### src/hdl/sha1_pkg.sv
// ----------------------------------------------------------------------------
// sha1_pkg
// Shared constants, types and round helpers for the SHA-1 byte stream hasher.
// ----------------------------------------------------------------------------
package sha1_pkg;

    localparam logic [31:0] IV0 = 32'h67452301;
    localparam logic [31:0] IV1 = 32'hEFCDAB89;
    localparam logic [31:0] IV2 = 32'h98BADCFE;
    localparam logic [31:0] IV3 = 32'h10325476;
    localparam logic [31:0] IV4 = 32'hC3D2E1F0;

    localparam logic [31:0] K0 = 32'h5A827999;
    localparam logic [31:0] K1 = 32'h6ED9EBA1;
    localparam logic [31:0] K2 = 32'h8F1BBCDC;
    localparam logic [31:0] K3 = 32'hCA62C1D6;

    localparam logic [7:0] PAD_BYTE = 8'h80;

    // controller phases
    typedef enum logic [3:0] {
        ST_IDLE,     // waiting for a transfer
        ST_PAD,      // writing 0x80 / zero / length bytes
        ST_ROUND,    // 80-round compression, one round per cycle
        ST_ADD,      // fold working vars into chaining words
        ST_OUT       // digest waiting on the master side
    } state_t;

    // start/done strobes between controller and round unit
    typedef struct packed {
        logic start;
    } core_ctl_t;

    typedef struct packed {
        logic        busy;
        logic        done;
        logic [31:0] h0;
        logic [31:0] h1;
        logic [31:0] h2;
        logic [31:0] h3;
        logic [31:0] h4;
    } core_sts_t;

    function automatic logic [31:0] rotl1(input logic [31:0] x);
        return {x[30:0], x[31]};
    endfunction

endpackage

### src/hdl/sha1_byte_stream_hasher.sv
// ----------------------------------------------------------------------------
// sha1_byte_stream_hasher
// SHA-1 over a byte stream with padding and a five-word digest.
// ----------------------------------------------------------------------------
// Each transfer carries one byte (or none) and a last flag. A byte is stored
// in a 64-byte block memory; the 64th byte of a block starts an 80-round
// compression at one round per cycle, during which no transfer is taken. On
// last, the pad byte, zeros and the big-endian bit length are written one
// byte per cycle into the block memory, followed by one or two compressions;
// the digest then waits in an output register and the chaining words return
// to their initial values.
module sha1_byte_stream_hasher (
    input  logic         aclk,
    input  logic         aresetn,
    input  logic         s_tvalid,
    output logic         s_tready,
    input  logic [7:0]   s_tdata,   // [7:0] data_byte
    input  logic         s_tuser,   // byte_valid
    input  logic         s_tlast,   // last
    output logic         m_tvalid,
    input  logic         m_tready,
    output logic [159:0] m_tdata    // digest_word0..digest_word4 from bit 0 up
);

    // block memory, four bytes wide, written one byte lane at a time
    logic [31:0] blk_mem [16];
    logic [31:0] rd_data_reg;

    sha1_pkg::state_t state_reg, state_next;
    logic [5:0]  fill_reg, fill_next;
    logic [63:0] bits_reg, bits_next;
    logic        final_reg, final_next;   // pending compress is the last one
    logic        m_valid_reg, m_valid_next;
    logic [159:0] m_data_reg;
    logic        pad_pend_reg, pad_pend_next;
    logic        mark_reg, mark_next;  // 0x80 still to be written

    logic        wr_en;
    logic [5:0]  wr_addr;
    logic [7:0]  wr_byte;
    logic        s_acc, m_acc;
    logic        clear;
    logic [3:0]  word_addr;

    sha1_pkg::core_ctl_t ctl;
    sha1_pkg::core_sts_t sts;

    sha1_core u_core (
        .aclk      (aclk),
        .aresetn   (aresetn),
        .ctl       (ctl),
        .clear     (clear),
        .word_addr (word_addr),
        .word_data (rd_data_reg),
        .sts       (sts)
    );

    assign s_acc = s_tvalid && s_tready;
    assign m_acc = m_tvalid && m_tready;

    // pad byte for the current fill position
    logic [7:0] pad_byte;
    always_comb begin
        if (fill_reg >= 6'd56) begin
            pad_byte = bits_reg[8*(7 - (fill_reg[2:0])) +: 8];
        end else begin
            pad_byte = 8'd0;
        end
    end

    // next state
    always_comb begin
        state_next = state_reg;
        fill_next  = fill_reg;
        bits_next  = bits_reg;
        final_next = final_reg;
        case (state_reg)
            sha1_pkg::ST_IDLE: begin
                if (s_acc) begin
                    if (s_tuser) begin
                        fill_next = fill_reg + 6'd1;
                        bits_next = bits_reg + 64'd8;
                    end
                    if (s_tuser && fill_reg == 6'd63) begin
                        // full block first; padding follows after it if last
                        state_next = sha1_pkg::ST_ROUND;
                        final_next = 1'b0;
                    end else if (s_tlast) begin
                        // pad marker goes at the byte after the data
                        state_next = sha1_pkg::ST_PAD;
                        final_next = 1'b0;
                    end
                end
            end
            sha1_pkg::ST_PAD: begin
                // marker was written on entry; fill zeros/length
                fill_next = fill_reg + 6'd1;
                if (fill_reg == 6'd63) begin
                    state_next = sha1_pkg::ST_ROUND;
                    final_next = final_reg | (fill_reg == 6'd63 && final_reg);
                end
            end
            sha1_pkg::ST_ROUND: begin
                if (sts.done) begin
                    state_next = sha1_pkg::ST_ADD;
                end
            end
            sha1_pkg::ST_ADD: begin
                state_next = sha1_pkg::ST_IDLE;
                if (final_reg) begin
                    state_next = sha1_pkg::ST_OUT;
                end else if (pad_pend_reg) begin
                    state_next = sha1_pkg::ST_PAD;
                end
            end
            sha1_pkg::ST_OUT: begin
                if (!m_valid_reg || m_acc) begin
                    state_next = sha1_pkg::ST_IDLE;
                    fill_next  = 6'd0;
                    bits_next  = 64'd0;
                end
            end
            default: state_next = sha1_pkg::ST_IDLE;
        endcase
    end

    // padding bookkeeping: length fits in this block or needs another
    always_comb begin
        pad_pend_next = pad_pend_reg;
        mark_next     = mark_reg;
        if (state_reg == sha1_pkg::ST_IDLE && s_acc && s_tlast) begin
            pad_pend_next = 1'b1;
            mark_next     = 1'b1;
        end else if (state_reg == sha1_pkg::ST_PAD) begin
            mark_next = 1'b0;
        end else if (state_reg == sha1_pkg::ST_ADD && final_reg) begin
            pad_pend_next = 1'b0;
        end
    end

    // write port: data bytes, pad marker, zeros, length
    logic len_ok;  // this block will carry the length
    logic pad_final_reg;
    assign len_ok = pad_final_reg;
    always_comb begin
        wr_en   = 1'b0;
        wr_addr = fill_reg;
        wr_byte = s_tdata;
        if (state_reg == sha1_pkg::ST_IDLE) begin
            wr_en = s_acc && s_tuser;
        end else if (state_reg == sha1_pkg::ST_PAD) begin
            wr_en = 1'b1;
            if (mark_reg) begin
                wr_byte = sha1_pkg::PAD_BYTE;
            end else if (len_ok) begin
                wr_byte = pad_byte;
            end else begin
                wr_byte = 8'd0;
            end
        end
    end

    // whether current padding block carries the length
    always_ff @(posedge aclk) begin
        if (!aresetn) begin
            pad_final_reg <= 1'b0;
        end else if (state_reg == sha1_pkg::ST_PAD && mark_reg) begin
            // marker at fill_reg; length fits if marker lands at 55 or below
            pad_final_reg <= (fill_reg <= 6'd55);
        end else if (state_reg == sha1_pkg::ST_ADD && !final_reg && pad_pend_reg) begin
            pad_final_reg <= 1'b1;
        end
    end

    // final flag set once a length-bearing block reaches the rounds
    logic final_set;
    assign final_set = (state_reg == sha1_pkg::ST_PAD) && (fill_reg == 6'd63)
                       && (mark_reg ? (fill_reg <= 6'd55) : pad_final_reg);

    always_ff @(posedge aclk) begin
        if (!aresetn) begin
            state_reg    <= sha1_pkg::ST_IDLE;
            fill_reg     <= 6'd0;
            bits_reg     <= 64'd0;
            final_reg    <= 1'b0;
            pad_pend_reg <= 1'b0;
            mark_reg     <= 1'b0;
            m_valid_reg  <= 1'b0;
        end else begin
            state_reg    <= state_next;
            fill_reg     <= fill_next;
            bits_reg     <= bits_next;
            final_reg    <= final_set ? 1'b1 : final_next;
            pad_pend_reg <= pad_pend_next;
            mark_reg     <= mark_next;
            m_valid_reg  <= m_valid_next;
        end
    end

    // byte-lane write and registered word read
    always_ff @(posedge aclk) begin
        if (wr_en) begin
            blk_mem[wr_addr[5:2]][8*(3 - wr_addr[1:0]) +: 8] <= wr_byte;
        end
        rd_data_reg <= blk_mem[word_addr];
    end

    assign ctl.start = (state_reg != sha1_pkg::ST_ROUND) && (state_next == sha1_pkg::ST_ROUND);
    assign clear = (state_reg == sha1_pkg::ST_OUT) && (state_next == sha1_pkg::ST_IDLE);

    // output register
    always_comb begin
        m_valid_next = m_valid_reg;
        if (m_acc) begin
            m_valid_next = 1'b0;
        end
        if (clear) begin
            m_valid_next = 1'b1;
        end
    end

    always_ff @(posedge aclk) begin
        if (clear) begin
            m_data_reg <= {sts.h4, sts.h3, sts.h2, sts.h1, sts.h0};
        end
    end

    assign s_tready = (state_reg == sha1_pkg::ST_IDLE) && !sts.busy;
    assign m_tvalid = m_valid_reg;
    assign m_tdata  = m_data_reg;

endmodule

### src/hdl/sha1_core.sv
// ----------------------------------------------------------------------------
// sha1_core
// Round unit: reads the block from the buffer memory one word per round,
// keeps the 16-word schedule in a shift line, and updates the chaining words.
// ----------------------------------------------------------------------------
module sha1_core (
    input  logic                aclk,
    input  logic                aresetn,
    input  sha1_pkg::core_ctl_t ctl,
    input  logic                clear,     // restore initial chaining words
    output logic [3:0]          word_addr, // block word read address
    input  logic [31:0]         word_data, // registered read data
    output sha1_pkg::core_sts_t sts
);

    logic [6:0]  rnd_reg, rnd_next;
    logic        run_reg, run_next;
    logic        fetch_reg;
    logic [31:0] a_reg, b_reg, c_reg, d_reg, e_reg;
    logic [31:0] h0_reg, h1_reg, h2_reg, h3_reg, h4_reg;
    logic        done_reg;

    // rounds 16..79 need w[r-3], w[r-8], w[r-14], w[r-16]; keep a shift line
    logic [31:0] sh_reg [16];

    logic [31:0] w_cur, f_val, k_val, t_val;

    // word fetch runs one round ahead so read data lines up with the round
    assign word_addr = rnd_next[3:0];

    // schedule word of the current round
    always_comb begin
        if (rnd_reg < 7'd16) begin
            w_cur = word_data;
        end else begin
            w_cur = sha1_pkg::rotl1(sh_reg[2] ^ sh_reg[7] ^ sh_reg[13] ^ sh_reg[15]);
        end
    end

    // round function and constant
    always_comb begin
        if (rnd_reg < 7'd20) begin
            f_val = (b_reg & c_reg) | (~b_reg & d_reg);
            k_val = sha1_pkg::K0;
        end else if (rnd_reg < 7'd40) begin
            f_val = b_reg ^ c_reg ^ d_reg;
            k_val = sha1_pkg::K1;
        end else if (rnd_reg < 7'd60) begin
            f_val = (b_reg & c_reg) | (b_reg & d_reg) | (c_reg & d_reg);
            k_val = sha1_pkg::K2;
        end else begin
            f_val = b_reg ^ c_reg ^ d_reg;
            k_val = sha1_pkg::K3;
        end
        t_val = {a_reg[26:0], a_reg[31:27]} + f_val + e_reg + w_cur + k_val;
    end

    // round counter
    always_comb begin
        run_next = run_reg;
        rnd_next = rnd_reg;
        if (ctl.start) begin
            run_next = 1'b0;
            rnd_next = 7'd0;
        end else if (fetch_reg) begin
            run_next = 1'b1;
        end else if (run_reg) begin
            if (rnd_reg == 7'd79) begin
                run_next = 1'b0;
            end else begin
                rnd_next = rnd_reg + 7'd1;
            end
        end
    end

    always_ff @(posedge aclk) begin
        if (!aresetn) begin
            run_reg   <= 1'b0;
            fetch_reg <= 1'b0;
            done_reg  <= 1'b0;
            rnd_reg   <= 7'd0;
        end else begin
            run_reg   <= run_next;
            fetch_reg <= ctl.start;
            rnd_reg   <= rnd_next;
            done_reg  <= run_reg && (rnd_reg == 7'd79);
        end
    end

    // working variables, schedule line and chaining words
    always_ff @(posedge aclk) begin
        if (!aresetn || clear) begin
            h0_reg <= sha1_pkg::IV0;
            h1_reg <= sha1_pkg::IV1;
            h2_reg <= sha1_pkg::IV2;
            h3_reg <= sha1_pkg::IV3;
            h4_reg <= sha1_pkg::IV4;
        end else if (done_reg) begin
            h0_reg <= h0_reg + a_reg;
            h1_reg <= h1_reg + b_reg;
            h2_reg <= h2_reg + c_reg;
            h3_reg <= h3_reg + d_reg;
            h4_reg <= h4_reg + e_reg;
        end
    end

    always_ff @(posedge aclk) begin
        if (fetch_reg) begin
            a_reg <= h0_reg;
            b_reg <= h1_reg;
            c_reg <= h2_reg;
            d_reg <= h3_reg;
            e_reg <= h4_reg;
        end else if (run_reg) begin
            a_reg <= t_val;
            b_reg <= a_reg;
            c_reg <= {b_reg[1:0], b_reg[31:2]};
            d_reg <= c_reg;
            e_reg <= d_reg;
            sh_reg[0] <= w_cur;
            for (int i = 1; i < 16; i++) begin
                sh_reg[i] <= sh_reg[i-1];
            end
        end
    end

    assign sts.busy = run_reg | fetch_reg | done_reg;
    assign sts.done = done_reg;
    assign sts.h0   = h0_reg;
    assign sts.h1   = h1_reg;
    assign sts.h2   = h2_reg;
    assign sts.h3   = h3_reg;
    assign sts.h4   = h4_reg;

endmodule

### config.mk
export PLATFORM = sky130hd
export DESIGN_NAME = sha1_byte_stream_hasher
export DESIGN_NICKNAME = d
export VERILOG_FILES = /design/src/hdl/sha1_pkg.sv /design/src/hdl/sha1_byte_stream_hasher.sv /design/src/hdl/sha1_core.sv
export SDC_FILE = /design/constraint.sdc
export NUM_CORES = 2
export LEC_CHECK = 0
export BUFFER_PORTS_ARGS = -buffer_cell sky130_fd_sc_hd__clkbuf_2
export CORE_ASPECT_RATIO = 1.4
export CORE_MARGIN = 1
export CORE_UTILIZATION = 25
export CTS_BUF_LIST = sky130_fd_sc_hd__clkbuf_4 sky130_fd_sc_hd__clkbuf_8 sky130_fd_sc_hd__clkbuf_16
export DETAILED_ROUTE_END_ITERATION = 12
export SYNTH_ARGS = -nofsm -noshare
export SYNTH_HDL_FRONTEND = slang
export SYNTH_SLANG_ARGS = --single-unit
### constraint.sdc
create_clock -name aclk -period 29.2 [get_ports aclk]
set_input_delay 7.3 -clock aclk [delete_from_list [all_inputs] [get_ports aclk]]
set_output_delay 7.3 -clock aclk [all_outputs]
set_load 0.02 [all_outputs]
==> summary.txt <==
Status
  • Run status: finished, final reports clean

Global route
  • Antenna violations before repair: 11
  • Maximum number of pins on one net before global-route repair: 212
  • Wire length of the first global-routing pass: 285.6 mm
  • Tot GR Track Use: 0.1295
  • Total global routing overflow: 0
  • Number of global-route vias before repair: 44330

Yosys
  • Cell with the most instances after synthesis: edfxtp_1
  • Sequential area share after synthesis: 0.6386
  • Top_reg_cell synth: edfxtp_1
  • Nets in the synthesized netlist: about 6000
  • Post-synthesis cell type count: a little under 90
  • Count of state elements after synthesis: 1622
  • Number of instances in the synthesized netlist: 5631
  • Area share of the largest cell type after synthesis: 0.5612
  • Cells taking the most area after synthesis: edfxtp_1 (56%), dfxtp_1 (7.7%), ha_1 (3.9%), nand2_1 (3.6%), fa_1 (3.5%)
  • Cell type with the highest aggregate area in the netlist: edfxtp_1
  • Share of synthesized flip-flops with an asynchronous set or reset: 0
  • Top cells by instance count after synthesis: edfxtp_1 (1344), nand2_1 (685), nor2_1 (416)
  • Post-synth EDFFs: 1344
  • Avg Cell Area, Syn: roughly 13 µm²
  • Cell area after synthesis: 71910 µm²
  • Total of warnings raised by yosys: 0

Floorplanning
  • Placeable core region: 285600 µm²
  • Std cell rows: roughly 230
  • Die ar.: slightly below 300000 µm²
  • Die W: 455.3 µm
  • Initial core utilization: 0.2518
  • Count of boundary I/O pins: 176
  • Die height: 636.6 µm

Timing
  • Highest clock frequency the design can meet: 97.82 MHz
  • Relative slew slack: 0.09801
  • Final hold violations: 0
  • Fin. max-slew vios: 0
  • Setup total negative slack: 0 ns
  • Final setup fails: 0
  • Worst Max-Slew Pin Slew: approximately 1.3 ns
  • Post-route clock skew: 0.04369 ns
  • Post-layout minimum cycle time: 10.22 ns
  • Final setup margin: around 19 ns
  • Unrepaired setup endpoints after global routing: no
  • Final clock period utilization by the worst path: 0.3501

Min path
  • Min-Delay Startpoint: u_core.sh_reg[0][177]
  • Hold path depth: 0
  • Path category of the worst min-delay check: flop to flop
  • Worst Hold Path EP: u_core.sh_reg[0][209]

Layout
  • Core utilization of the finished layout: 0.2903
  • Fraction of final layout cells sized beyond drive strength 1: 0.1170
  • Fin nets: 6165
  • Multi-input gate area in the final layout: 24330 µm²
  • Area added between synthesis and finish: 15.29%
  • Fill cell instance count of the final layout: ~29000
  • Area taken by flip-flops and latches: 45930 µm²
  • Post-layout instance area: 82910 µm²

Clock tree
  • # hold bufs at CTS: 0
  • Buffers inserted during post-CTS setup optimization: 0
  • Root buffer cell: clkbuf_16
  • Worst-path clk slew: 0.06 ns
  • Number of buffers created by CTS: 167
  • CTS max path bufs: 3
  • CTS sink count: 1622
  • # resized after CTS: 0
  • TritonCTS clock tree: built
  • Insertion delay of the later-clocked pin in the worst-skew pair: 0.84 ns
  • Clock H-tree levels: 4

Critical path
  • Reg-to-Reg Start: u_core.rnd_reg[5]
  • Internal reg-to-reg setup slack: 21.82 ns
  • Endpoint type of the worst setup path: flop
  • Data arrival time of the worst path: about 11 ns
  • Worst Reg2Reg Path Length in Cells: 23
  • Category of the worst setup path launch point: primary input
  • End of the worst register-to-register path: u_core.a_reg[30]
  • WP data required: 29.94 ns
  • Critical path peak fanout: 75
  • Crit Path Category: primary input to flop

Routing
  • Number of detailed-routing iterations run before antenna repair: 8
  • Residual DRC: 0
  • DR vias/cell: 4.687
  • Post-route ant nets: 0
  • Final WL: 191.8 mm
  • Violation count after the first detailed-routing iteration: between 4000 and 5000
  • Total number of vias: 45440
  • Average wire length per cell after detail routing: between 15 and 20 µm

Power
  • Power density cells: 57.37 nW/µm²
  • Static leakage: 28.46 nW
  • Max IR drop VDD: 0.05052 mV

Placed design
  • Placed standard-cell area: 77150 µm²
  • Worst setup slack before clock tree synthesis: 18.17 ns
  • Number of input and output port buffers inserted: 175
  • Final RePlAce weighted congestion: 0.8861
  • Detail Placement HPWL: 131.3 mm

Flow run
  • Max-cap violations: 0
routing by layer:
| metal | wire [µm] | part of all wire | global-route usage | vias to the layer above |
|---|---|---|---|---|
| met5 | 8 | 0.000042 | 0 | - |
| met4 | 8145 | 0.042 | 0.05565 | 2 |
| met3 | 9616 | 0.050 | 0.01852 | 366 |
| met2 | 95240 | 0.50 | 0.2215 | 1385 |
| met1 | 78810 | 0.41 | 0.1612 | 22760 |
| li1 | - | - | - | 20930 |
cell usage in the layout, fill, tap and decap left out, drive strengths merged, types with 11 or more instances in the layout:
cell type and instances:
edfxtp 1344, nand2 685, nor2 416, clkbuf 391
nand3 337, dfxtp 278, o21ai 249, inv 239
a21oi 232, ha 227, xnor2 202, fa 124
mux2 108, xor2 90, nor2b 75, mux2i 69
a21o 67, o221ai 66, clkinv 61, nor3 59
buf 56, a31oi 49, o21a 41, and3 40
a311oi 34, a211oi 28, nand2b 27, nand4 27
or3 25, o21bai 25, o211ai 22, o31ai 20
o32ai 14, bufinv 14, mux4 13, o32a 13
and4 11, and2 11
where the power goes:
group	switching, W	internal (W)	total [W]
registers	0.00000132	0.00248	0.00248
logic	0.0000424	0.0000160	0.0000584
clock network	0.000946	0.00127	0.00221
total	0.000990	0.00377	0.00476
worst max path at each step:
stage | start | to | slack [ns] | cells past startpoint
after floorplan | u_core.fetch_reg | rd_data_reg[0] | 3.56 | 13
after global placement | s_tvalid | rd_data_reg[7] | 18.26 | 11
after detailed placement | s_tvalid | rd_data_reg[11] | 18.17 | 11
after CTS | s_tvalid | rd_data_reg[20] | 19.05 | 11
after global routing | s_tvalid | rd_data_reg[0] | 18.73 | 11
final | s_tvalid | rd_data_reg[11] | 18.98 | 11
cell families (layout without fill, tap and decap cells):
logic type / after synthesis / in the layout / share of synthesized area
DFF: 1622 / 1622 / 0.6386
AOI/OAI and AO/OA: 956 / 956 / 0.08745
adders and majority gates: 351 / 351 / 0.07402
and+or+nand+nor: 1757 / 1757 / 0.1091
other: 1 / 11 / 0.00005215
xor gates and xnor gates: 292 / 292 / 0.03556
muxes: 190 / 190 / 0.03059
buffers and inverters: 462 / 771 / 0.02464
through the flow:
stage          power, W  instances  hold WS, ns
2_1_floorplan  0.002570       5631       0.4003
3_3_place_gp   0.002591       9375       0.4005
3_5_place_dp   0.002592       9375       0.4045
4_1_cts        0.004802       9684       0.4030
5_1_grt        0.004890       9685       0.4117
6_report       0.004756       9694       0.3998
layout make-up:
| type | count | area share |
|---|---|---|
| diodes | 10 | 0.0003018 |
| clock buffers | 216 | 0.05626 |
| clock inverters | 93 | 0.01290 |
| inverters | 231 | 0.01055 |
| multi-input cells | 3547 | 0.2934 |
| flip-flops and latches | 1622 | 0.5540 |
| well taps | 3744 | 0.05650 |
| repair buffers | 231 | 0.01609 |
worst max-delay path: stages:
cell and delay (ns):
clkbuf_2 0.18, and4_1 0.26, nand2_1 0.07, nand2_1 0.32
and2_1 0.50, or2_4 0.67, buf_4 0.76, o221ai_1 0.25
a21oi_1 0.20, a311oi_1 0.08, a31oi_1 0.22
No activity file was read; power rests on OpenSTA's default activity.
